<file path="src/rtl/cfsf_pkg.sv">
// Shared types and constants of the CAN frame serial framer.
// No dependencies; imported by every module of the block.
package cfsf_pkg;

   // Default payload limit in bytes
   localparam int MaxPayloadBytesDefault = 8;

   // Frame constants
   localparam logic [7:0] SYNC_BYTE  = 8'hAA;
   localparam logic [3:0] FRAME_TYPE = 4'h8;
   localparam logic [7:0] END_BYTE   = 8'hFF;

   // Register port: byte address width and word index of each register
   localparam int         CsrAddrWidth   = 3;
   localparam logic [0:0] REG_LINK_READY = 1'b0;

   typedef struct packed {
      logic [28:0] can_id;
      logic [3:0]  payload_length;
      logic [63:0] payload;
   } req_type;

   typedef struct packed {
      logic [7:0] out_byte;
      logic       frame_end;
   } rsp_type;

   typedef enum logic [3:0] {
      ST_IDLE,
      ST_SYNC1,
      ST_SYNC2,
      ST_HEADER,
      ST_ID0,
      ST_ID1,
      ST_ID2,
      ST_ID3,
      ST_DATA,
      ST_CHECK,
      ST_END
   } state_type;

   typedef enum logic [3:0] {
      SEL_SYNC,
      SEL_HEADER,
      SEL_ID0,
      SEL_ID1,
      SEL_ID2,
      SEL_ID3,
      SEL_DATA,
      SEL_CHECK,
      SEL_END
   } byte_sel_type;

   typedef struct packed {
      logic         load;
      logic         emit;
      byte_sel_type sel;
   } dp_cmd_type;

   typedef struct packed {
      logic out_free;
      logic rem_zero;
      logic rem_one;
   } dp_status_type;

endpackage

</file>
<file path="src/rtl/cfsf_dp.sv">
// Datapath of the CAN frame serial framer: frame registers, check byte,
// byte select and output register. Uses cfsf_pkg.
module cfsf_dp #(
   parameter int MAX_PAYLOAD_BYTES = cfsf_pkg::MaxPayloadBytesDefault
) (
   input  logic                    clock,
   input  logic                    reset,
   input  cfsf_pkg::dp_cmd_type    cmd,
   output cfsf_pkg::dp_status_type status,
   input  cfsf_pkg::req_type       req_data,
   output logic                    rsp_valid,
   input  logic                    rsp_ready,
   output cfsf_pkg::rsp_type       rsp_data
);
   import cfsf_pkg::*;

   localparam int PayWidth = MAX_PAYLOAD_BYTES * 8;
   localparam logic [3:0] MaxLen = 4'(MAX_PAYLOAD_BYTES);

   logic [28:0]         id_ff, id_in;
   logic [3:0]          len_ff, len_in;
   logic [3:0]          rem_ff, rem_in;
   logic [PayWidth-1:0] pay_ff, pay_in;
   logic [7:0]          xor_ff, xor_in;
   logic                out_valid_ff, out_valid_in;
   rsp_type             out_ff, out_in;

   logic [3:0] len_sat;
   logic [7:0] byte_val;
   logic       checked;

   // Clamp the length to the payload limit
   assign len_sat = (req_data.payload_length > MaxLen) ? MaxLen : req_data.payload_length;

   // Select the byte for the current frame position
   always_comb begin
      byte_val = SYNC_BYTE;
      checked  = 1'b0;
      case (cmd.sel)
         SEL_SYNC: begin
            byte_val = SYNC_BYTE;
         end
         SEL_HEADER: begin
            byte_val = {FRAME_TYPE, len_ff};
            checked  = 1'b1;
         end
         SEL_ID0: begin
            byte_val = id_ff[28:21];
            checked  = 1'b1;
         end
         SEL_ID1: begin
            byte_val = {1'b0, id_ff[20:14]};
            checked  = 1'b1;
         end
         SEL_ID2: begin
            byte_val = {1'b0, id_ff[13:7]};
            checked  = 1'b1;
         end
         SEL_ID3: begin
            byte_val = {1'b0, id_ff[6:0]};
            checked  = 1'b1;
         end
         SEL_DATA: begin
            byte_val = pay_ff[7:0];
            checked  = 1'b1;
         end
         SEL_CHECK: begin
            byte_val = xor_ff;
         end
         SEL_END: begin
            byte_val = END_BYTE;
         end
         default: begin
            byte_val = SYNC_BYTE;
         end
      endcase
   end

   // Next values of the frame registers and the output register
   always_comb begin
      id_in        = id_ff;
      len_in       = len_ff;
      rem_in       = rem_ff;
      pay_in       = pay_ff;
      xor_in       = xor_ff;
      out_valid_in = out_valid_ff;
      out_in       = out_ff;
      // Capture a new frame and clear the check byte
      if (cmd.load) begin
         id_in  = req_data.can_id;
         len_in = len_sat;
         rem_in = len_sat;
         pay_in = req_data.payload[PayWidth-1:0];
         xor_in = 8'h00;
      end
      // Load the output register, or drop a beat that was taken
      if (cmd.emit) begin
         out_valid_in       = 1'b1;
         out_in.out_byte    = byte_val;
         out_in.frame_end   = (cmd.sel == SEL_END);
         if (checked) begin
            xor_in = xor_ff ^ byte_val;
         end
         if (cmd.sel == SEL_DATA) begin
            pay_in = pay_ff >> 8;
            rem_in = rem_ff - 4'd1;
         end
      end else if (rsp_ready) begin
         out_valid_in = 1'b0;
      end
   end

   // Control registers
   always_ff @(posedge clock) begin
      if (reset) begin
         out_valid_ff <= 1'b0;
         xor_ff       <= 8'h00;
         rem_ff       <= 4'd0;
      end else begin
         out_valid_ff <= out_valid_in;
         xor_ff       <= xor_in;
         rem_ff       <= rem_in;
      end
   end

   // Payload registers
   always_ff @(posedge clock) begin
      id_ff  <= id_in;
      len_ff <= len_in;
      pay_ff <= pay_in;
      out_ff <= out_in;
   end

   assign status.out_free = !out_valid_ff || rsp_ready;
   assign status.rem_zero = (rem_ff == 4'd0);
   assign status.rem_one  = (rem_ff == 4'd1);

   assign rsp_valid = out_valid_ff;
   assign rsp_data  = out_ff;

endmodule

</file>
<file path="src/rtl/cfsf_ctrl.sv">
// Controller of the CAN frame serial framer: walks the frame positions
// and issues load and emit commands to the datapath. Uses cfsf_pkg.
module cfsf_ctrl (
   input  logic                    clock,
   input  logic                    reset,
   input  logic                    link_ready,
   input  logic                    req_valid,
   output logic                    req_ready,
   output cfsf_pkg::dp_cmd_type    cmd,
   input  cfsf_pkg::dp_status_type status
);
   import cfsf_pkg::*;

   state_type state_ff, state_in;

   // State register
   always_ff @(posedge clock) begin
      if (reset) begin
         state_ff <= ST_IDLE;
      end else begin
         state_ff <= state_in;
      end
   end

   // Next state and commands
   always_comb begin
      state_in  = state_ff;
      req_ready = 1'b0;
      cmd.load  = 1'b0;
      cmd.emit  = 1'b0;
      cmd.sel   = SEL_SYNC;
      case (state_ff)
         ST_IDLE: begin
            req_ready = 1'b1;
            // Take a frame; drop it while the link is closed
            if (req_valid && link_ready) begin
               cmd.load = 1'b1;
               state_in = ST_SYNC1;
            end
         end
         ST_SYNC1: begin
            cmd.sel  = SEL_SYNC;
            cmd.emit = status.out_free;
            if (status.out_free) state_in = ST_SYNC2;
         end
         ST_SYNC2: begin
            cmd.sel  = SEL_SYNC;
            cmd.emit = status.out_free;
            if (status.out_free) state_in = ST_HEADER;
         end
         ST_HEADER: begin
            cmd.sel  = SEL_HEADER;
            cmd.emit = status.out_free;
            if (status.out_free) state_in = ST_ID0;
         end
         ST_ID0: begin
            cmd.sel  = SEL_ID0;
            cmd.emit = status.out_free;
            if (status.out_free) state_in = ST_ID1;
         end
         ST_ID1: begin
            cmd.sel  = SEL_ID1;
            cmd.emit = status.out_free;
            if (status.out_free) state_in = ST_ID2;
         end
         ST_ID2: begin
            cmd.sel  = SEL_ID2;
            cmd.emit = status.out_free;
            if (status.out_free) state_in = ST_ID3;
         end
         ST_ID3: begin
            cmd.sel  = SEL_ID3;
            cmd.emit = status.out_free;
            // Skip the payload of an empty frame
            if (status.out_free) state_in = status.rem_zero ? ST_CHECK : ST_DATA;
         end
         ST_DATA: begin
            cmd.sel  = SEL_DATA;
            cmd.emit = status.out_free;
            if (status.out_free && status.rem_one) state_in = ST_CHECK;
         end
         ST_CHECK: begin
            cmd.sel  = SEL_CHECK;
            cmd.emit = status.out_free;
            if (status.out_free) state_in = ST_END;
         end
         ST_END: begin
            cmd.sel  = SEL_END;
            cmd.emit = status.out_free;
            if (status.out_free) state_in = ST_IDLE;
         end
         default: begin
            state_in = ST_IDLE;
         end
      endcase
   end

endmodule

</file>
<file path="src/rtl/can_frame_serial_framer.sv">
// CAN frame serial framer, top level: register port, controller, datapath.
// Uses cfsf_pkg, cfsf_ctrl and cfsf_dp.
//
// Usage:
//   req_* takes one extended CAN frame a beat (identifier, length, payload).
//   rsp_* gives the serial frame one byte a beat: AA, AA, header, four
//   identifier bytes, the payload bytes, the check byte and FF, with
//   frame_end set on the FF byte. A length above the payload limit is
//   clamped to it.
//   csr_* holds link_ready at word 0; while it is clear an offered frame is
//   taken and dropped without any output.
// Sequence:
//   A frame is taken in the idle state; the first sync state then loads
//   its first byte into the output register. A frame of n payload bytes
//   gives 9 + n bytes, one byte a cycle while the receiver is ready, out
//   of the controller's position walk. The next frame is taken once the
//   closing byte sits in the output register.
// Reset clears link_ready, the controller state and the output valid flag.
// A stalled receiver holds the current byte and pauses the walk.
module can_frame_serial_framer #(
   parameter int MAX_PAYLOAD_BYTES = cfsf_pkg::MaxPayloadBytesDefault
) (
   input  logic                                clock,
   input  logic                                reset,
   input  logic                                req_valid,
   output logic                                req_ready,
   input  cfsf_pkg::req_type                   req_data,
   output logic                                rsp_valid,
   input  logic                                rsp_ready,
   output cfsf_pkg::rsp_type                   rsp_data,
   input  logic                                csr_psel,
   input  logic                                csr_penable,
   input  logic                                csr_pwrite,
   input  logic [cfsf_pkg::CsrAddrWidth-1:0]   csr_paddr,
   input  logic [31:0]                         csr_pwdata,
   output logic [31:0]                         prdata,
   output logic                                pready
);
   import cfsf_pkg::*;

   logic          link_ready_ff, link_ready_in;
   logic          csr_sel_link;
   dp_cmd_type    cmd;
   dp_status_type status;

   // Register port decode
   assign csr_sel_link = (csr_paddr[CsrAddrWidth-1:2] == REG_LINK_READY);

   always_comb begin
      link_ready_in = link_ready_ff;
      if (csr_psel && csr_penable && csr_pwrite && csr_sel_link) begin
         link_ready_in = csr_pwdata[0];
      end
   end

   always_ff @(posedge clock) begin
      if (reset) begin
         link_ready_ff <= 1'b0;
      end else begin
         link_ready_ff <= link_ready_in;
      end
   end

   assign prdata = csr_sel_link ? {31'b0, link_ready_ff} : 32'b0;
   assign pready = 1'b1;

   cfsf_ctrl u_ctrl (
      .clock      (clock),
      .reset      (reset),
      .link_ready (link_ready_ff),
      .req_valid  (req_valid),
      .req_ready  (req_ready),
      .cmd        (cmd),
      .status     (status)
   );

   cfsf_dp #(
      .MAX_PAYLOAD_BYTES (MAX_PAYLOAD_BYTES)
   ) u_dp (
      .clock     (clock),
      .reset     (reset),
      .cmd       (cmd),
      .status    (status),
      .req_data  (req_data),
      .rsp_valid (rsp_valid),
      .rsp_ready (rsp_ready),
      .rsp_data  (rsp_data)
   );

endmodule

</file>
<file path="config.mk">
export PLATFORM = sky130hd
export DESIGN_NAME = can_frame_serial_framer
export DESIGN_NICKNAME = d
export VERILOG_FILES = /design/src/rtl/cfsf_pkg.sv /design/src/rtl/cfsf_dp.sv /design/src/rtl/cfsf_ctrl.sv /design/src/rtl/can_frame_serial_framer.sv
export SDC_FILE = /design/constraint.sdc
export NUM_CORES = 1
export LEC_CHECK = 0
export BUFFER_PORTS_ARGS = -buffer_cell sky130_fd_sc_hd__buf_2
export CORE_MARGIN = 4
export CORE_UTILIZATION = 40
export DETAILED_ROUTE_END_ITERATION = 6
export PLACE_DENSITY = 0.72
export RECOVER_POWER = 100
export SLEW_MARGIN = 40
export SYNTH_ARGS = -nofsm -noshare
export SYNTH_HDL_FRONTEND = slang
export SYNTH_SLANG_ARGS = --single-unit
</file>
<file path="constraint.sdc">
create_clock -name clock -period 4.2 [get_ports clock]
set_input_delay 0.21 -clock clock [delete_from_list [all_inputs] [get_ports clock]]
set_output_delay 0.21 -clock clock [all_outputs]
set_load 0.1 [all_outputs]
</file>
==> metrics, run 1 <==
Critical R2R Capture u_dp.pay_ff[45]$_DFF_P_; r2r setup slk a little under 1000 ps; # setup viols final 0; routed length per instance about 15 um; required time of the worst setup path around 4000 ps; register area share after synthesis 0.505; Overall Global Routing Usage 0.161; root buffer selected by CTS clkbuf_16; Crit Path Max Fanout 37; gr ovfl total 0; I/O pin count about 180; Reg power frac 0.479; Sink Count 124; worst vdd ir 0.271 mV; ys async rst share 0; failing checks max-capacitance violations, max-slew violations; DR vias/cell slightly below 5; Cells after Synth between 500 and 600; initial antenna violation count 2; largest net degree at the start of global routing 96; Synth Area in Adders 0.00653; multiplexer share of the synthesized area 0.126; met1 WL around 5300 um; gpl congestion 0.850; CTS Buf Count 17; CTS resizes 0; Post-DP HPWL approximately 9000 um; Fill cells 1303; Power Dens Cells between 400 and 500 nW/um2; Top Layer Used met5; Worst path slowest cell clkbuf_1; EDFF count, synth 42; CTS Hold Bufs 29; CTS tree yes; main combinational cell family by area after synthesis simple AND/OR/NAND/NOR gates; Worst Tran Pin Value roughly 1800 ps; wire length on met2 6290 um; crit path time final 3310 ps; Total Wirelength roughly 13000 um; Distinct cells, synth 54; P_leak 2.50 nW; Initial DRC Count roughly 300; Clk pwr share 0.400; CP startpoint u_ctrl.state_ff[0]$_SDFFE_PP0P_; Max Clock Freq between 300 and 400 MHz; global-route wire length before repair just over 20000 um; CP Launch Type flip-flop; # nets final 848; DR WL met3 between 1000 and 1500 um; crit-path cells clkbuf_1, nor4_1, clkbuf_1; H-tree Lvls 4; FP Rows between 40 and 50; synth warn 0; Tcrit/Tclk final 0.787; CP Capture Point req_ready; Pwr Total slightly above 3 mW; P&R area growth vs syn 21.8%; Synth Area in Compound Gates 0.127; Setup Fix Bufs, Post-CTS 0; FF+latch count, synth between 100 and 150; status complete, but fails checks; vias in the first global route 4231; Worst setup EP type output port; post-route ant nets 0; Horiz. Die Dim ~130 um; Max Slew Vio Count 38; P_sw about 800 uW; fraction of layout cells with a size suffix above 1 0.184; RSZ-0062 raised after global routing false; most frequent cells in the layout buf_2 (101), nand2_1 (90), dfxtp_1 (82), mux2i_1 (70), o21ai_0 (68); Comb power frac 0.121; Critical Path AT about 3100 ps; core area roughly 14000 um2; vias post-DR about 4400; Post-synth top flop dfxtp_1; Post-Route Skew 5.22 ps; final hold viol count 0; CP peak stage delay between 900 and 1000 ps; most used cell, CP clkbuf_1; total of max-cap violations 1; Power Internal ~2.3 mW; IO buf count between 100 and 150; CP Class reg2out; Relative slew margins -0.179; Sw Share 0.258; initial core utilization 0.411; xor/xnor share of the synthesized area 0.00305; DRC viols 0; clk buf depth 2; clock latency at the later pin of the worst-skew pair 410 ps; Hold Path Depth 3; setup TNS 0 ps; synthesized cell area roughly 5800 um2; Clock transition at path regs 50 ps; mean post-synth cell area 9.99 um2; worst r2r src u_ctrl.state_ff[0]$_SDFFE_PP0P_; Initial DRT Pass Iterations 5; die height between 100 and 150 um; DIE AREA roughly 16000 um2; simple-gate share of the synthesized area 0.139; FF-to-FF path depth 5; Hold Path Class in2reg; most common cell after layout, fill and taps aside buf_2
sequential cells by signal (all words and copies together), names as in the netlist:
register,count
link_ready_ff,1
u_ctrl.state_ff,4
u_dp.id_ff,29
u_dp.len_ff,4
u_dp.pay_ff,64
u_dp.rem_ff,4
u_dp.rsp_data,9
u_dp.rsp_valid,1
u_dp.xor_ff,8
worst max-delay path, delay by kind of cell, from the launching register on:
family	cells	cell delay (ps)
buf+inv	2	1600
simple gates	1	780
flops	1	300
final cells by class:
cell class,count,area [um2],share of cell area
timing repair buffer,152,910,0.130
clock inverter,3,15.0,0.00214
sequential,124,2900,0.414
antenna,1,2.50,0.000357
tap,180,225,0.0322
inverter,13,53.8,0.00768
multi-input combinational,398,2420,0.345
clock buffer,28,477,0.0681
cell families after synthesis:
| logic type | after synthesis |
|---|---|
| AND/OR/NAND/NOR | 164 |
| AO/OA/AOI/OAI | 125 |
| flip-flops | 124 |
| buffers and inverters | 84 |
| multiplexers | 72 |
| adder cells (fa/ha/maj) | 3 |
| other | 2 |
| XOR/XNOR | 2 |
per-stage QoR:
step                      setup slack, ps  cells  hold WS [ps]  cell area [um2]   util
final                                 893    899          33.2             7000  0.501
after global routing                  729    899          27.3             7000  0.501
after CTS                            1530    898          12.5             7050  0.504
after detailed placement             1590    838           388             6270  0.448
after global placement               1260    838           388             6260  0.448
after floorplan                       979    606           309             5870      -
worst min-delay path by stage:
stage                             from                  endpoint  slack, ps
after floorplan           req_data[68]   u_dp.id_ff[0]$_DFFE_PP_        310
after global placement    req_data[71]   u_dp.id_ff[3]$_DFFE_PP_        390
after detailed placement  req_data[79]  u_dp.id_ff[11]$_DFFE_PP_        390
after CTS                 req_data[63]   u_dp.pay_ff[63]$_DFF_P_         10
after global routing      req_data[63]   u_dp.pay_ff[63]$_DFF_P_         30
final                     req_data[62]   u_dp.pay_ff[62]$_DFF_P_         30
routing by layer:
metal | vias up | global-route usage
li1 | 2249 | -
met1 | 2013 | 0.188
met2 | 151 | 0.256
met3 | 28 | 0.0625
met4 | 2 | 0.0855
met5 | - | 0
power by group through the flow:
| stage | logic (mW) | clock network [mW] | registers [mW] |
|---|---|---|---|
| 3_5_place_dp | 0.356 | 0 | 1.51 |
| 4_1_cts | 0.379 | 1.27 | 1.49 |
| 2_1_floorplan | 0.299 | 0 | 1.48 |
| 6_report | 0.375 | 1.24 | 1.49 |
| 3_3_place_gp | 0.344 | 0 | 1.51 |
| 5_1_grt | 0.416 | 1.32 | 1.50 |
cells in the mapped netlist, types with 2 or more instances:
cell type	number	area (um2)
buf_2	13	65.1
nand4_1	6	37.5
ha_1	3	37.5
nand3_1	2	10.0
inv_1	13	48.8
a21oi_1	23	115
mux2_2	2	22.5
nand4b_1	2	17.5
nor3_1	7	35.0
conb_1	2	7.51
or3_1	5	31.3
nor4_1	3	18.8
o21a_1	4	30.0
buf_6	4	45.0
nand3b_1	9	67.6
buf_4	45	338
mux2i_1	70	701
edfxtp_1	42	1260
nor2_1	13	48.8
nand2b_1	9	56.3
nand2_1	89	334
nor2b_1	8	50.1
o22ai_1	5	31.3
clkbuf_1	9	33.8
o21ai_0	68	340
dfxtp_1	82	1640
a31oi_1	4	25.0
and2_1	2	12.5
o41ai_1	2	17.5
o2111ai_1	2	17.5
xnor2_1	2	17.5
a211oi_1	3	22.5
a222oi_1	2	20.0
Note: power is estimated with default switching activity, not from simulation.
==> run 2, diff against run 1 <==
==> constraint.sdc (replaced) <==
create_clock -name clock -period 3.16 [get_ports clock]
set_input_delay 0.158 -clock clock [delete_from_list [all_inputs] [get_ports clock]]
set_output_delay 0.158 -clock clock [all_outputs]
set_load 0.1 [all_outputs]
==> metrics, run 2 (synthesis results as in run 1) <==
CTS Buf Count 17 (unchanged); CTS Hold Bufs 37 (+28%); RSZ-0062 raised after global routing false; vias in the first global route 4395 (+3.9%); # nets final 858 (+1.2%); Max Clock Freq about 370 MHz; CP Launch Type flip-flop; clk buf depth 2 (unchanged); Setup Fix Bufs, Post-CTS 0 (unchanged); Initial DRC Count 293 (-3.6%); CP top delay family buffers and inverters; crit path time final between 2000 and 3000 ps; Horiz. Die Dim 128 um (unchanged); DIE AREA 16400 um2 (unchanged); global-route wire length before repair 21100 um (+1.7%); Tcrit/Tclk final 0.863; DRC viols 0 (unchanged); Overall Global Routing Usage 0.164 (+0.00240); H-tree Lvls 4 (unchanged); Critical Path AT 2570 ps (-530 ps); gpl congestion 0.854 (+0.51%); vias post-DR 4533 (+2.0%); total of max-cap violations 0 (-1); Worst path slowest cell clkbuf_1; crit-path cells clkbuf_1, nor4_4, clkbuf_1; Post-DP HPWL 9150 um (+1.7%); Worst setup EP type output port; Hold Path Class in2reg; status completed; P&R area growth vs syn 25.3%; CTS resizes 0 (unchanged); post-route ant nets 0 (unchanged); WHS 4.33 ps (-28.9 ps); I/O pin count 183 (unchanged); die height 128 um (unchanged); Max Slew Vio Count 0 (-100%); clock latency at the later pin of the worst-skew pair 410 ps (about the same); crit path buf inv count 2 (unchanged); core area 14000 um2 (unchanged); Total Wirelength 13400 um (+1.8%); Relative slew margins 0.192 (+0.372); Post-Route Skew 8.04 ps (+2.82 ps); Pwr Total 4.26 mW (+37%); fraction of layout cells with a size suffix above 1 0.200 (+0.0164); Fill cells 1299 (-0.31%); routed length per instance 14.7 um (+0.67%); Antenna diodes 0 (-1); Initial DRT Pass Iterations 5 (unchanged); Clock transition at path regs 50 ps (about the same); largest net degree at the start of global routing 124 (+29%); Worst Tran Pin Value 1210 ps (-559 ps); Sink Count 124 (unchanged); CTS tree yes; Crit Path Max Fanout 22 (-41%); DR vias/cell 4.99 (+0.90%); P_leak 2.59 nW (+3.5%); # setup viols final 0 (unchanged); most frequent cells in the layout buf_2 (103), nand2_1 (89), dfxtp_1 (82), mux2i_1 (70), o21ai_0 (68); most common cell after layout, fill and taps aside buf_2; most used cell, CP clkbuf_1; gr ovfl total 0 (unchanged); required time of the worst setup path 3000 ps (-990 ps); root buffer selected by CTS clkbuf_16; Top reg by flops u_dp.pay_ff; CP Class reg2out; IO buf count 117 (unchanged); final hold viol count 0 (unchanged); CP peak stage delay 900 ps (-20 ps); initial antenna violation count 1 (-1); initial core utilization 0.411 (unchanged); Power Dens Cells 591 nW/um2 (+34%); worst vdd ir 0.396 mV (+46%); max FFs per register 64 (unchanged); setup TNS 0 ps (unchanged); FP Rows 43 (unchanged)
## run 2: final timing paths
kind / startpoint / endpoint / slack (ps) / depth (start not counted)
worst max register to register: u_ctrl.state_ff[1]$_SDFFE_PP0P_ / u_dp.xor_ff[6]$_SDFF_PP0_ / 520 / 6
worst max-delay path: u_ctrl.state_ff[1]$_SDFFE_PP0P_ / req_ready / 430 / 3
worst min-delay path: csr_pwdata[0] / link_ready_ff$_SDFFE_PP0P_ / 4 / 3
worst min register to register: u_dp.pay_ff[11]$_DFF_P_ / u_dp.pay_ff[3]$_DFF_P_ / 450 / 2
## run 2: metal layers
metal | track usage | routed length, um | vias to the layer above
li1 | - | - | 2261
met1 | 0.187 | 5490 | 2085
met2 | 0.270 | 6390 | 160
met3 | 0.0754 | 1240 | 25
met4 | 0.0587 | 247 | 2
met5 | 0 | 13 | -
## run 2: metrics by stage
stage | cells | setup slack (ps) | instance area [um2] | utilization
after global placement | 839 | 873 | 6310 | 0.451
after global routing | 909 | 316 | 7200 | 0.515
after floorplan | 606 | 658 | 5880 | -
after detailed placement | 839 | 849 | 6310 | 0.451
after CTS | 908 | 833 | 7220 | 0.516
final | 909 | 434 | 7200 | 0.515
## run 2: area by class of cell
| class | instances | area [um2] | share of cell area |
|---|---|---|---|
| clock inverter | 9 | 58.8 | 0.00816 |
| multi-input combinational | 398 | 2440 | 0.339 |
| inverter | 13 | 48.8 | 0.00677 |
| clock buffer | 23 | 489 | 0.0679 |
| sequential | 124 | 2900 | 0.403 |
| timing repair buffer | 162 | 1030 | 0.144 |
| tap | 180 | 225 | 0.0313 |
## run 2: power breakdown
group,leakage (nW),switching (mW),total (mW),internal [mW]
Combinational,1.28,0.311,0.509,0.198
Sequential,1.05,0.117,1.97,1.86
Clock,0.262,0.692,1.78,1.09
## run 2: worst reg2reg max path, delay by kind of cell (launching register included)
kind | cells | cell delay (ps)
and+or+nand+nor | 2 | 380
buffers and inverters | 1 | 730
AOI/OAI and AO/OA | 3 | 920
DFF | 1 | 540
